## src/design/semaphore_blocked_queue_table_macros.svh

```systemverilog
// ----------------------------------------------------------------------------
// Assertion macros for the semaphore blocked-queue table
// Each macro takes a label, a clock, a reset condition and an expression.
// ----------------------------------------------------------------------------
`ifndef SEMAPHORE_BLOCKED_QUEUE_TABLE_MACROS_SVH
`define SEMAPHORE_BLOCKED_QUEUE_TABLE_MACROS_SVH
`ifndef SYNTH
`define SBQT_ASSERT_IMPL(label, clk, rst, prop) \
    label: assert property (@(posedge clk) disable iff (rst) prop) \
        else $error("assertion failed");
`define SBQT_ASSERT_NEVER(label, clk, rst, expr) \
    label: assert property (@(posedge clk) disable iff (rst) !(expr)) \
        else $error("forbidden condition");
`else
`define SBQT_ASSERT_IMPL(label, clk, rst, prop)
`define SBQT_ASSERT_NEVER(label, clk, rst, expr)
`endif
`endif

```

## src/design/sbqt_pkg.sv

```systemverilog
// ----------------------------------------------------------------------------
// Semaphore blocked-queue table package
// Payload types, operation and status codes, and the controller command set.
// ----------------------------------------------------------------------------
`default_nettype none
package sbqt_pkg;
    localparam logic [2:0] OP_BLOCK   = 3'd0;
    localparam logic [2:0] OP_RELEASE = 3'd1;
    localparam logic [2:0] OP_UNBLOCK = 3'd2;
    localparam logic [2:0] OP_PEEK    = 3'd3;
    localparam logic [2:0] OP_FIND    = 3'd4;

    localparam logic [1:0] ST_OK   = 2'd0;
    localparam logic [1:0] ST_FULL = 2'd1;
    localparam logic [1:0] ST_NONE = 2'd2;

    typedef struct packed {
        logic [2:0]  op;
        logic [31:0] sem_key;
        logic [4:0]  proc;
        logic [30:0] pid;
    } in_word_t;

    typedef struct packed {
        logic [1:0] status;
        logic [4:0] proc_out;
    } out_word_t;

    // Controller to datapath.
    typedef struct packed {
        logic load;     // capture input word, start scan
        logic scan;     // examine next group of entries of the scan
        logic execute;  // apply the operation once the scan is done
    } ctl_cmd_t;

    // Datapath to controller.
    typedef struct packed {
        logic scan_done;
    } dp_stat_t;
endpackage
`default_nettype wire

```

## src/design/sbqt_ctrl.sv

```systemverilog
// ----------------------------------------------------------------------------
// Semaphore blocked-queue table controller
// Sequences load, scan and execute, and holds the result register handshake.
// ----------------------------------------------------------------------------
`default_nettype none
module sbqt_ctrl (
    input  wire logic              aclk,
    input  wire logic              aresetn,
    input  wire logic              s_valid,
    output logic                   s_ready,
    output logic                   m_valid,
    input  wire logic              m_ready,
    output sbqt_pkg::ctl_cmd_t     cmd,
    input  wire sbqt_pkg::dp_stat_t stat
);
    import sbqt_pkg::*;

    localparam logic [1:0] S_IDLE = 2'd0;
    localparam logic [1:0] S_SCAN = 2'd1;
    localparam logic [1:0] S_EXEC = 2'd2;
    localparam logic [1:0] S_OUT  = 2'd3;

    logic [1:0] state_reg, state_next;

    assign s_ready = (state_reg == S_IDLE);
    assign m_valid = (state_reg == S_OUT);

    always_comb begin
        state_next  = state_reg;
        cmd         = '0;
        case (state_reg)
            S_IDLE: begin
                if (s_valid) begin
                    cmd.load   = 1'b1;
                    state_next = S_SCAN;
                end
            end
            S_SCAN: begin
                cmd.scan = 1'b1;
                if (stat.scan_done) begin
                    state_next = S_EXEC;
                end
            end
            S_EXEC: begin
                cmd.execute = 1'b1;
                state_next  = S_OUT;
            end
            S_OUT: begin
                if (m_ready) begin
                    state_next = S_IDLE;
                end
            end
            default: state_next = S_IDLE;
        endcase
    end

    always_ff @(posedge aclk) begin
        if (!aresetn) begin
            state_reg <= S_IDLE;
        end else begin
            state_reg <= state_next;
        end
    end
endmodule
`default_nettype wire

```

## src/design/sbqt_dp.sv

```systemverilog
// ----------------------------------------------------------------------------
// Semaphore blocked-queue table datapath
// Descriptor and process tables, a banked scan over them and the list update.
// ----------------------------------------------------------------------------
`default_nettype none
module sbqt_dp #(
    parameter int MAX_PROCS = 32
) (
    input  wire logic                aclk,
    input  wire logic                aresetn,
    input  wire sbqt_pkg::in_word_t  in_word,
    input  wire sbqt_pkg::ctl_cmd_t  cmd,
    output sbqt_pkg::dp_stat_t       stat,
    output sbqt_pkg::out_word_t      out_word
);
    import sbqt_pkg::*;

    localparam int IW    = (MAX_PROCS > 1) ? $clog2(MAX_PROCS) : 1;
    localparam int BANK  = 8;
    localparam int NGRP  = (MAX_PROCS + BANK - 1) / BANK;
    localparam int GW    = (NGRP > 1) ? $clog2(NGRP) : 1;
    localparam int CW    = $clog2(MAX_PROCS + 1);

    logic [MAX_PROCS-1:0] sem_in_use_reg;
    logic [31:0]          key_tab   [MAX_PROCS];
    logic [IW-1:0]        head_tab  [MAX_PROCS];
    logic [IW-1:0]        tail_tab  [MAX_PROCS];
    logic [CW-1:0]        count_reg [MAX_PROCS];
    logic [IW-1:0]        next_tab  [MAX_PROCS];
    logic [IW-1:0]        prev_tab  [MAX_PROCS];
    logic [MAX_PROCS-1:0] blocked_reg;
    logic [IW-1:0]        slot_tab  [MAX_PROCS];
    logic [30:0]          pid_tab   [MAX_PROCS];

    in_word_t      req_reg;
    out_word_t     res_reg;
    logic [GW-1:0] grp_reg;
    // Scan results: matching key, first free descriptor, first pid match.
    logic          key_hit_reg, free_hit_reg, pid_hit_reg;
    logic [IW-1:0] key_idx_reg, free_idx_reg, pid_idx_reg;

    assign out_word       = res_reg;
    assign stat.scan_done = (grp_reg == GW'(NGRP - 1));

    // One group of up to eight entries is examined per scan cycle.
    logic          g_key_hit, g_free_hit, g_pid_hit;
    logic [IW-1:0] g_key_idx, g_free_idx, g_pid_idx;
    always_comb begin
        int e;
        g_key_hit = 1'b0; g_free_hit = 1'b0; g_pid_hit = 1'b0;
        g_key_idx = '0;   g_free_idx = '0;   g_pid_idx = '0;
        for (int b = BANK - 1; b >= 0; b--) begin
            e = int'(grp_reg) * BANK + b;
            if (e < MAX_PROCS) begin
                if (sem_in_use_reg[e] && key_tab[e] == req_reg.sem_key) begin
                    g_key_hit = 1'b1; g_key_idx = IW'(e);
                end
                if (!sem_in_use_reg[e]) begin
                    g_free_hit = 1'b1; g_free_idx = IW'(e);
                end
                if (blocked_reg[e] && pid_tab[e] == req_reg.pid) begin
                    g_pid_hit = 1'b1; g_pid_idx = IW'(e);
                end
            end
        end
    end

    // Decision for the execute step.
    logic          p_ok;
    logic [IW-1:0] p_idx;
    assign p_ok  = ({27'd0, req_reg.proc} < 32'(MAX_PROCS));
    assign p_idx = IW'(req_reg.proc);

    logic          do_link, do_unlink, new_desc;
    logic [IW-1:0] s_sel, u_p, u_s, u_nx, u_pv;
    logic [1:0]    st;
    logic [4:0]    res_p;
    always_comb begin
        do_link = 1'b0; do_unlink = 1'b0; new_desc = 1'b0;
        s_sel = key_idx_reg; u_p = p_idx;
        st = ST_NONE; res_p = '0;
        case (req_reg.op)
            OP_BLOCK: begin
                if (p_ok && !blocked_reg[p_idx]) begin
                    if (key_hit_reg) begin
                        do_link = 1'b1; st = ST_OK;
                    end else if (free_hit_reg) begin
                        do_link = 1'b1; new_desc = 1'b1;
                        s_sel = free_idx_reg; st = ST_OK;
                    end else begin
                        st = ST_FULL;
                    end
                end
            end
            OP_RELEASE, OP_PEEK: begin
                if (key_hit_reg && count_reg[key_idx_reg] != '0) begin
                    u_p = head_tab[key_idx_reg];
                    do_unlink = (req_reg.op == OP_RELEASE);
                    st = ST_OK; res_p = 5'(head_tab[key_idx_reg]);
                end
            end
            OP_UNBLOCK: begin
                if (p_ok && blocked_reg[p_idx]) begin
                    do_unlink = 1'b1; st = ST_OK; res_p = req_reg.proc;
                end
            end
            OP_FIND: begin
                if (pid_hit_reg) begin
                    st = ST_OK; res_p = 5'(pid_idx_reg);
                end
            end
            default: st = ST_NONE;
        endcase
        u_s  = slot_tab[u_p];
        u_nx = next_tab[u_p];
        u_pv = prev_tab[u_p];
    end

    logic link_empty;
    assign link_empty = new_desc || (count_reg[s_sel] == '0);

    always_ff @(posedge aclk) begin
        if (cmd.load) begin
            req_reg <= in_word;
        end
        if (cmd.execute) begin
            res_reg <= '{status: st, proc_out: res_p};
        end
        if (do_link && cmd.execute) begin
            if (new_desc) key_tab[s_sel] <= req_reg.sem_key;
            if (link_empty) begin
                head_tab[s_sel] <= p_idx;
            end else begin
                next_tab[tail_tab[s_sel]] <= p_idx;
                prev_tab[p_idx] <= tail_tab[s_sel];
            end
            tail_tab[s_sel]  <= p_idx;
            slot_tab[p_idx]  <= s_sel;
            pid_tab[p_idx]   <= req_reg.pid;
        end
        if (do_unlink && cmd.execute) begin
            if (head_tab[u_s] == u_p) head_tab[u_s] <= u_nx;
            else next_tab[u_pv] <= u_nx;
            if (tail_tab[u_s] == u_p) tail_tab[u_s] <= u_pv;
            else prev_tab[u_nx] <= u_pv;
        end
    end

    always_ff @(posedge aclk) begin
        if (!aresetn) begin
            sem_in_use_reg <= '0;
            blocked_reg    <= '0;
            grp_reg        <= '0;
            key_hit_reg    <= 1'b0;
            free_hit_reg   <= 1'b0;
            pid_hit_reg    <= 1'b0;
            for (int i = 0; i < MAX_PROCS; i++) count_reg[i] <= '0;
        end else begin
            if (cmd.load) begin
                grp_reg      <= '0;
                key_hit_reg  <= 1'b0;
                free_hit_reg <= 1'b0;
                pid_hit_reg  <= 1'b0;
            end else if (cmd.scan) begin
                if (!stat.scan_done) grp_reg <= grp_reg + GW'(1);
                if (!key_hit_reg && g_key_hit) begin
                    key_hit_reg <= 1'b1; key_idx_reg <= g_key_idx;
                end
                if (!free_hit_reg && g_free_hit) begin
                    free_hit_reg <= 1'b1; free_idx_reg <= g_free_idx;
                end
                if (!pid_hit_reg && g_pid_hit) begin
                    pid_hit_reg <= 1'b1; pid_idx_reg <= g_pid_idx;
                end
            end
            if (cmd.execute && do_link) begin
                sem_in_use_reg[s_sel] <= 1'b1;
                count_reg[s_sel] <= (new_desc ? '0 : count_reg[s_sel]) + CW'(1);
                blocked_reg[p_idx] <= 1'b1;
            end
            if (cmd.execute && do_unlink) begin
                count_reg[u_s] <= count_reg[u_s] - CW'(1);
                if (count_reg[u_s] == CW'(1)) sem_in_use_reg[u_s] <= 1'b0;
                blocked_reg[u_p] <= 1'b0;
            end
        end
    end
endmodule
`default_nettype wire

```

## src/design/semaphore_blocked_queue_table.sv

```systemverilog
// ----------------------------------------------------------------------------
// Semaphore blocked-queue table
// Pool of semaphore descriptors, each holding a FIFO of blocked processes.
// ----------------------------------------------------------------------------
// One operation is in flight at a time. An accepted word is loaded in its
// accepting cycle, then the tables are scanned eight entries a cycle (key
// lookup, free descriptor and pid search together) and the linked lists are
// updated. The result then stands in the output register until taken, and
// the block is ready again the cycle after; it takes no new word while a
// result waits.
`default_nettype none
`include "semaphore_blocked_queue_table_macros.svh"
module semaphore_blocked_queue_table #(
    parameter int MAX_PROCS = 32
) (
    input  wire logic                aclk,
    input  wire logic                aresetn,
    input  wire logic                s_valid,
    output logic                     s_ready,
    input  wire sbqt_pkg::in_word_t  s_data,
    output logic                     m_valid,
    input  wire logic                m_ready,
    output sbqt_pkg::out_word_t      m_data
);
    import sbqt_pkg::*;

    ctl_cmd_t cmd;
    dp_stat_t stat;

    sbqt_ctrl u_ctrl (
        .aclk    (aclk),
        .aresetn (aresetn),
        .s_valid (s_valid),
        .s_ready (s_ready),
        .m_valid (m_valid),
        .m_ready (m_ready),
        .cmd     (cmd),
        .stat    (stat)
    );

    sbqt_dp #(.MAX_PROCS(MAX_PROCS)) u_dp (
        .aclk     (aclk),
        .aresetn  (aresetn),
        .in_word  (s_data),
        .cmd      (cmd),
        .stat     (stat),
        .out_word (m_data)
    );

    `SBQT_ASSERT_NEVER(a_no_overlap, aclk, !aresetn, s_ready && m_valid)
    `SBQT_ASSERT_IMPL(a_accept_scans, aclk, !aresetn, (s_valid && s_ready) |=> cmd.scan)
    `SBQT_ASSERT_IMPL(a_exec_result, aclk, !aresetn, cmd.execute |=> m_valid)
    `SBQT_ASSERT_IMPL(a_status_range, aclk, !aresetn, m_valid |-> (m_data.status != 2'd3))
endmodule
`default_nettype wire
```

## config.mk

```make
export PLATFORM = sky130hd
export DESIGN_NAME = semaphore_blocked_queue_table
export DESIGN_NICKNAME = d
export VERILOG_FILES = /design/src/design/sbqt_pkg.sv /design/src/design/sbqt_ctrl.sv /design/src/design/sbqt_dp.sv /design/src/design/semaphore_blocked_queue_table.sv
export VERILOG_INCLUDE_DIRS = /design/src /design/src/design
export SDC_FILE = /design/constraint.sdc
export NUM_CORES = 2
export LEC_CHECK = 0
export CORE_MARGIN = 2
export CORE_UTILIZATION = 60
export DETAILED_ROUTE_END_ITERATION = 6
export DONT_BUFFER_PORTS = 1
export GPL_TIMING_DRIVEN = 0
export PLACE_DENSITY_LB_ADDON = 0.08
export SETUP_SLACK_MARGIN = 0.02
export SLEW_MARGIN = 15
export SYNTH_ARGS = -nofsm -noshare
export SYNTH_HDL_FRONTEND = slang
export SYNTH_SLANG_ARGS = --single-unit
```

## constraint.sdc

```tcl
create_clock -name aclk -period 7.75 [get_ports aclk]
set_input_delay 0.3875 -clock aclk [delete_from_list [all_inputs] [get_ports aclk]]
set_output_delay 0.3875 -clock aclk [all_outputs]
set_load 0.02 [all_outputs]
```

## After elaboration in Yosys (flattened, before gate mapping)

Memories as Yosys holds them, arrays and structs flattened. A register that Yosys moved wholly into a read port is not among the register bits.
Cells that the tools add are included.
Widths: inputs -> output; s select.

- Register bits: 164
- Latch bits: 0
- Bits in writable memories: 3,008
- ROM bits: 0
- Bits of input ports: 75
- Output and inout port bits: 9
- Logic and storage cells: 395
- Memories kept: 8

- Add/subtract/negate cells: 10
- Multipliers: 0
- Divide/modulo/power cells: 0
- Order comparisons: 24
- Equality and inequality tests: 30
- Shift-type cells: 0
- Multiplexer cells: 248
- Bitwise gates (word level): 9
- Reduce and logical (&&, ||, !) cells: 50

Memories:

| name | depth | width | rd ports | clocked after Yosys merged registers in | write ports | line | text |
|---|---|---|---|---|---|---|---|
| u_dp.key_tab | 32 | 32 | 8 | 1 | 1 | sbqt_dp.sv:25 | `logic [31:0] key_tab [MAX_PROCS];` |
| u_dp.pid_tab | 32 | 31 | 8 | 1 | 1 | sbqt_dp.sv:33 | `logic [30:0] pid_tab [MAX_PROCS];` |
| u_dp.count_reg | 32 | 6 | 3 | 1 | 32 | sbqt_dp.sv:28 | `logic [CW-1:0] count_reg [MAX_PROCS];` |
| u_dp.head_tab | 32 | 5 | 2 | 1 | 1 | sbqt_dp.sv:26 | `logic [IW-1:0] head_tab [MAX_PROCS];` |
| u_dp.next_tab | 32 | 5 | 1 | 0 | 1 | sbqt_dp.sv:29 | `logic [IW-1:0] next_tab [MAX_PROCS];` |
| u_dp.prev_tab | 32 | 5 | 1 | 0 | 1 | sbqt_dp.sv:30 | `logic [IW-1:0] prev_tab [MAX_PROCS];` |
| 2 more memories | - | - | - | - | - | - |  |

Operators by type and width:

| operator | count |
|---|---|
| $lt 32x7->1 const B | 14 |
| $mux 5 | 73 |
| $eq 32x32->1 | 8 |
| $eq 31x31->1 | 8 |
| $mux 32 | 7 |
| $mux 1 | 132 |
| $bmux 1 s5 | 15 |
| $and 32x32->32 | 2 |
| $not 32->32 | 2 |
| $or 32x32->32 | 2 |
| $lt 5x6->1 const B | 6 |
| $logic_and 1x1->1 | 26 |
| $add 5x3->6 const B | 4 |
| $demux 1 s5 | 4 |
| $ge 5x1->1 const B | 4 |
| $reduce_or 5->1 | 4 |
| $mux 6 | 3 |
| $mux 2 | 8 |
| $pmux 2 s4 | 2 |
| $pmux 5 s3 | 1 |
| $add 5x2->6 const B | 2 |
| $reduce_and 4->1 | 3 |
| $reduce_or 6->1 | 2 |
| $eq 5x5->1 | 2 |
| other kinds (24) | 37 |

## Longest topological paths before layout

- Word-level depth: 24
- Depth in mapped cells: 32
- Gate-level depth less buffers: 21

## Hierarchy

A second synthesis with hierarchy kept.

- Cells, all modules: 7,921
- Area, all modules: 133,943.5 µm²

By module, submodules not included:

| module | times used | cells an instance | area each (µm²) | sequential area each (µm²) |
|---|---|---|---|---|
| sbqt_dp | 1 | 7,902 | 133,780.8 | 94,640.8 |
| sbqt_ctrl | 1 | 19 | 162.7 | 40.0 |

## Worst setup path after synthesis

No wires, ideal clock.

- Path kind: reg2reg
- Start point: register u_dp.req_reg, in the netlist u_dp.p_idx[0]
- End point: memory u_dp.key_tab[0][0] (enable)
- Setup time: 0.421 ns
- Arrival time: 6.556 ns
- Slack: 0.773 ns
- Stages on the path, launching flop included: 18
- Path buffers: 8
- Cell sequence: edfxtp_1 > buf_2 > mux4_2 > a22oi_1 > nand4_1 > nor2_1 > mux2i_1 > inv_2 > buf_2 > buf_2 > buf_2 > buf_1 > clkbuf_1 > buf_1 > nor3_1 > clkbuf_1 > nand2_1 > nor2_1

- Elaborated cells on any way between the ends: 12
- Classes of those cells: mux (11); reduce/logical (1)

RTL lines:

| item | line | text |
|---|---|---|
| from (decl) | sbqt_dp.sv:35 | `in_word_t req_reg;` |
| from (signal assigned) | sbqt_dp.sv:124 | `req_reg <= in_word;` |
| $bmux 1 s5 | sbqt_dp.sv:84 | `if (p_ok && !blocked_reg[p_idx]) begin` |
| $mux 1 (implied by the code) | sbqt_dp.sv:84 |  |
| $mux 5 | sbqt_dp.sv:84 |  |
| $mux 5 | sbqt_dp.sv:82 | `case (req_reg.op)` |
| named net u_dp.s_sel[0] | sbqt_dp.sv:75 | `logic [IW-1:0] s_sel, u_p, u_s, u_nx, u_pv;` |
| to (decl) | sbqt_dp.sv:25 |  |

The timed path passes the listed nets, and every way through them passes these cells. The select of a mux whose other input is x is not followed.

## Worst setup path after layout

- Start point: register u_dp.req_reg, in the netlist u_dp.p_idx[2]
- End point: memory u_dp.next_tab[26][0] (netlist bit) (enable)

- Cells in the longest elaborated chain, start to end: 11
- Elaborated cells on any way between the ends: 31
- Classes of those cells: eq/ne (1); mux (20); reduce/logical (5); memory (5)

Ends and longest elaborated chain:

| item | line |
|---|---|
| parallel branches: the longest is 11 deep, another holds $mem_v2 32x5 | - |
| to (decl) | sbqt_dp.sv:29 |

Several ways; the timed one is not identified. The select of a mux whose other input is x is not followed.

==> impl_metrics.yaml <==
outcome:
  outcome: "complete, but fails checks"
  violations: "design-rule violations, negative setup slack"
die:
  die_area_sq_mm: 0.229
  core_sq_mm: 0.224
  rows: 174
  starting_density_of_the_core: 0.602
  die-width_um: 478
  dieHeight_um: 478
  ioPinCount: 84
drt:
  wire_per_inst_um: 40.3
  via_to_cell_ratio: 7.22
  detailroute.via_count: 91300
  drt_pass1_iterations: 7
  drtIter0Drc: 17000
  detail_route.drc_violations: 1
  postRouteAntennaNets: 0
  total_wirelength_mm: 509
logic_synthesis:
  fraction_of_the_mapped_netlist_area_in_simple_logic_gates: 0.0855
  ys_seq_area_frac: 0.701
  syn_avg_cell_area_sq_um: 16.0
  post_synth_instance_area_sq_mm: 0.135
  synthCells: 8443
  synth_edf_count: 3101
  postSynth.asyncResetShare: 0
  synth_nets: 8526
  yosys_register_bits: 3179
  post_synth_xor_area_fraction: 0.0335
  synth_ff_type: "sky130_fd_sc_hd__edfxtp_1"
  yosys.area_share.adder: 0.000741
  synth.mux.area_fraction: 0.116
  ys_warn_count: 0
  synth_top_family_by_area: "multiplexers"
  ys_types: 118
  compound_gate_portion_of_the_synthesized_area: 0.0441
clock_tree:
  tritoncts: "done"
  ctsLongestPathBuffers: 4
  clk_pin_slew_worst_paths_ns: 0.07
  cts-htree-levels: 5
  number_of_buffers_added_by_the_clock_tree_synthesis_step: 334
  cts_root_buffer: "sky130_fd_sc_hd__clkbuf_16"
  clock_insertion_delay_worst_skew_ns: 1.02
  tritoncts_num_sinks: 3179
timing:
  number_of_hold_violations_in_the_final_report: 0
  rsz0062_at_grt: "true"
  final.setup.worst_slack_ns: -0.231
  worst_slew_margin_rel: 0.0271
  fin_crit_sh: 1.03
  fin_crit_ns: 7.98
  max_freq_mhz: 125
  report.final.slew_viol_count: 0
  clock-skew-final_ns: 0.0775
  worst-slew-pin-transition_ns: 1.46
  fin_worst_hold_slack_ns: 0.0310
  timing.final.setup_violations: 236
worst_setup_path:
  worstReg2RegEnd: "u_dp.next_tab[26][0]"
  critical_path.endpoint_type: "flip-flop"
  reg2reg_slack_ns: -0.23
  rr_worst_depth: 21
  critical_path_arrival_ns: 8.60
  critical_path.max_fanout: 10
  worst_r2r_startpoint: "u_dp.p_idx[2]"
  worstSetupPathType: "flip-flop to flip-flop"
  start_kind: "flip-flop"
  critPathRequiredTime_ns: 8.37
final_layout:
  largest_register_ff_count: 1024
  areaGrowthSynthToFinish_pct: 20.2
  finalCoreUtilization: 0.724
  finish.net_count: 9481
  drive_above_1_share: 0.251
placed_design:
  place.port_buffers: 0
  dp_hpwl_mm: 337
  globalplace.congestion: 1.07
power_and_ir_drop:
  p_per_area_mw_per_mm2: 310
  switchingPower_mw: 16.7
  p_total_mw: 50.3
  power_frac_seq: 0.402
  vdd_drop_max_uv: 274
  portion_of_total_power_attributed_to_the_clock_network: 0.305
  internal-power_mw: 33.6
  comb_power_frac: 0.292
  power_leakage_nw: 52.2
  power_switching_share: 0.333
global_route:
  grt_start_max_net_pins: 44
  grt_remaining_overflow: 0
  track_usage: 0.439
  number_of_antenna_violations_at_the_first_check_in_global_routing: 27
  number_of_global_route_vias_before_repair: 86600
  global_route_wire_length_before_repair_mm: 687
worst_hold_path:
  endpoint_worst_hold: "u_dp.req_reg[36]"
  min_path_cells: 1
  min_delay_startpoint: "s_data[36]"
  min-delay-path-class: "input pin to flip-flop"
job:
  cap_violations: 0
==> logic make-up (layout without fill, tap and decap cells) <==
kind of cell,Yosys count,in the layout
AOI/OAI and AO/OA,835,841
xor gates and xnor gates,516,516
adders and majority gates,8,8
buffers and inverters,577,1761
DFF,3179,3179
muxes,824,827
other,0,22
and+or+nand+nor,2504,2504
==> power by group through the flow <==
stage               logic, mW  clock network [mW]  registers (mW)
floorplan                6.49                   0            20.5
global placement         10.8                   0            21.1
detailed placement       11.8                   0            20.7
CTS                      13.1                15.2            20.4
global route             14.8                15.9            20.2
finish                   14.7                15.4            20.2
==> worst max path at each step <==
stage | start | to | slack, ns | cells after the start
2_1_floorplan | u_dp.p_idx[0] | u_dp.key_tab[0][0] | 0.77 | 17
3_3_place_gp | flip-flop | u_dp.tail_tab[1][3] | -6.39 | 23
3_5_place_dp | flip-flop | u_dp.tail_tab[17][2] | -3.90 | 23
4_1_cts | u_dp.count_reg[7][1] | u_dp.next_tab[23][0] | -0.04 | 21
5_1_grt | u_dp.count_reg[7][1] | u_dp.head_tab[26][3] | -0.05 | 29
6_report | u_dp.p_idx[2] | u_dp.next_tab[26][0] | -0.23 | 21
==> area by class of cell <==
type	instances	area [sq um]
fill	13700	61900
antenna	22	55.1
clock buffer	411	8780
timing repair buffer	621	8610
buffer	521	3420
multi-input combinational	4696	41500
inverter	45	173
clock inverter	163	1350
sequential	3179	94700
tap	2992	3740
==> worst max-delay path: stages, from the launching register on <==
cell and delay (ns):
sky130_fd_sc_hd__edfxtp_1 0.38, sky130_fd_sc_hd__clkbuf_1 0.26, sky130_fd_sc_hd__nor3_2 0.89, sky130_fd_sc_hd__a22oi_1 0.20, sky130_fd_sc_hd__nand4_1 0.18, sky130_fd_sc_hd__buf_4 0.27, sky130_fd_sc_hd__nor2_2 0.13, sky130_fd_sc_hd__clkbuf_2 0.24
sky130_fd_sc_hd__mux2i_4 0.29, sky130_fd_sc_hd__inv_1 0.09, sky130_fd_sc_hd__buf_2 0.43, sky130_fd_sc_hd__clkdlybuf4s15_2 0.59, sky130_fd_sc_hd__clkbuf_2 0.42, sky130_fd_sc_hd__clkbuf_1 0.60, sky130_fd_sc_hd__clkbuf_2 0.46, sky130_fd_sc_hd__nand3_1 0.12
sky130_fd_sc_hd__a311oi_1 0.58, sky130_fd_sc_hd__or4_4 0.45, sky130_fd_sc_hd__nor2b_1 0.19, sky130_fd_sc_hd__nor2b_1 0.30, sky130_fd_sc_hd__nand2_1 0.16, sky130_fd_sc_hd__a21oi_4 0.32
==> synthesized netlist by cell type (37+ instances only) <==
cell / n / area share
sky130_fd_sc_hd__a21oi_1: 196 / 0.0073
sky130_fd_sc_hd__a31oi_1: 104 / 0.0048
sky130_fd_sc_hd__xnor2_1: 478 / 0.031
sky130_fd_sc_hd__nand3_1: 314 / 0.012
sky130_fd_sc_hd__nor4_1: 64 / 0.0030
sky130_fd_sc_hd__a32oi_1: 46 / 0.0030
sky130_fd_sc_hd__buf_2: 81 / 0.0030
sky130_fd_sc_hd__a22oi_1: 37 / 0.0021
sky130_fd_sc_hd__a311oi_1: 37 / 0.0024
sky130_fd_sc_hd__and3_1: 117 / 0.0054
sky130_fd_sc_hd__mux2i_1: 211 / 0.016
sky130_fd_sc_hd__nor2_1: 427 / 0.012
sky130_fd_sc_hd__nand4_1: 183 / 0.0085
sky130_fd_sc_hd__nor3_1: 62 / 0.0023
sky130_fd_sc_hd__edfxtp_1: 3101 / 0.69
sky130_fd_sc_hd__mux4_2: 586 / 0.098
sky130_fd_sc_hd__xor2_1: 38 / 0.0025
sky130_fd_sc_hd__dfxtp_1: 78 / 0.012
sky130_fd_sc_hd__buf_1: 166 / 0.0046
sky130_fd_sc_hd__and2_1: 49 / 0.0023
sky130_fd_sc_hd__inv_1: 43 / 0.0012
sky130_fd_sc_hd__o21ai_0: 82 / 0.0030
sky130_fd_sc_hd__clkbuf_1: 227 / 0.0063
sky130_fd_sc_hd__nand2_1: 1123 / 0.031
==> metrics by stage <==
step / cell area, sq um / setup slack (ns) / cells / TNS (ns)
after global placement: 139000 / -6.39 / 11400 / -
final: 162000 / -0.231 / 12700 / -14.87
after detailed placement: 143000 / -3.90 / 11600 / -7919.47
after CTS: 159000 / -0.0450 / 12500 / -0.252
after global routing: 162000 / -0.0528 / 12600 / -1.34
after floorplan: 135000 / 0.773 / 8443 / 0
==> cell usage in the layout (no fill, tap or decap), types with 174 or more instances in the layout <==
cell | Yosys | final
sky130_fd_sc_hd__buf_4 | 33 | 255
sky130_fd_sc_hd__xnor2_1 | 478 | 477
sky130_fd_sc_hd__mux2i_1 | 211 | 174
sky130_fd_sc_hd__clkbuf_1 | 227 | 183
sky130_fd_sc_hd__mux4_2 | 586 | 586
sky130_fd_sc_hd__nor2_1 | 427 | 329
sky130_fd_sc_hd__buf_12 | 0 | 187
sky130_fd_sc_hd__clkbuf_16 | 0 | 340
sky130_fd_sc_hd__nand2_1 | 1123 | 1104
sky130_fd_sc_hd__nand3_1 | 314 | 301
sky130_fd_sc_hd__edfxtp_1 | 3101 | 3101
sky130_fd_sc_hd__nand4_1 | 183 | 183
==> repair_timing <==
action                                 4_1_cts  5_1_grt
setup endpoints to repair                 2752     2304
gates resized for setup                    616      313
setup buffers                              156      148
hold buffers                               115        0
endpoints found under the hold margin       74        0
gates cloned                                10        3
pin swaps                                   82       80
==> metal layers <==
layer	GRT usage	vias up	share of wire
met5	0	-	0.00038
li1	-	35000	-
met3	0.132	1834	0.14
met2	0.649	8339	0.44
met1	0.586	46100	0.34
met4	0.244	16	0.069
(Power assumes the default switching activity.)
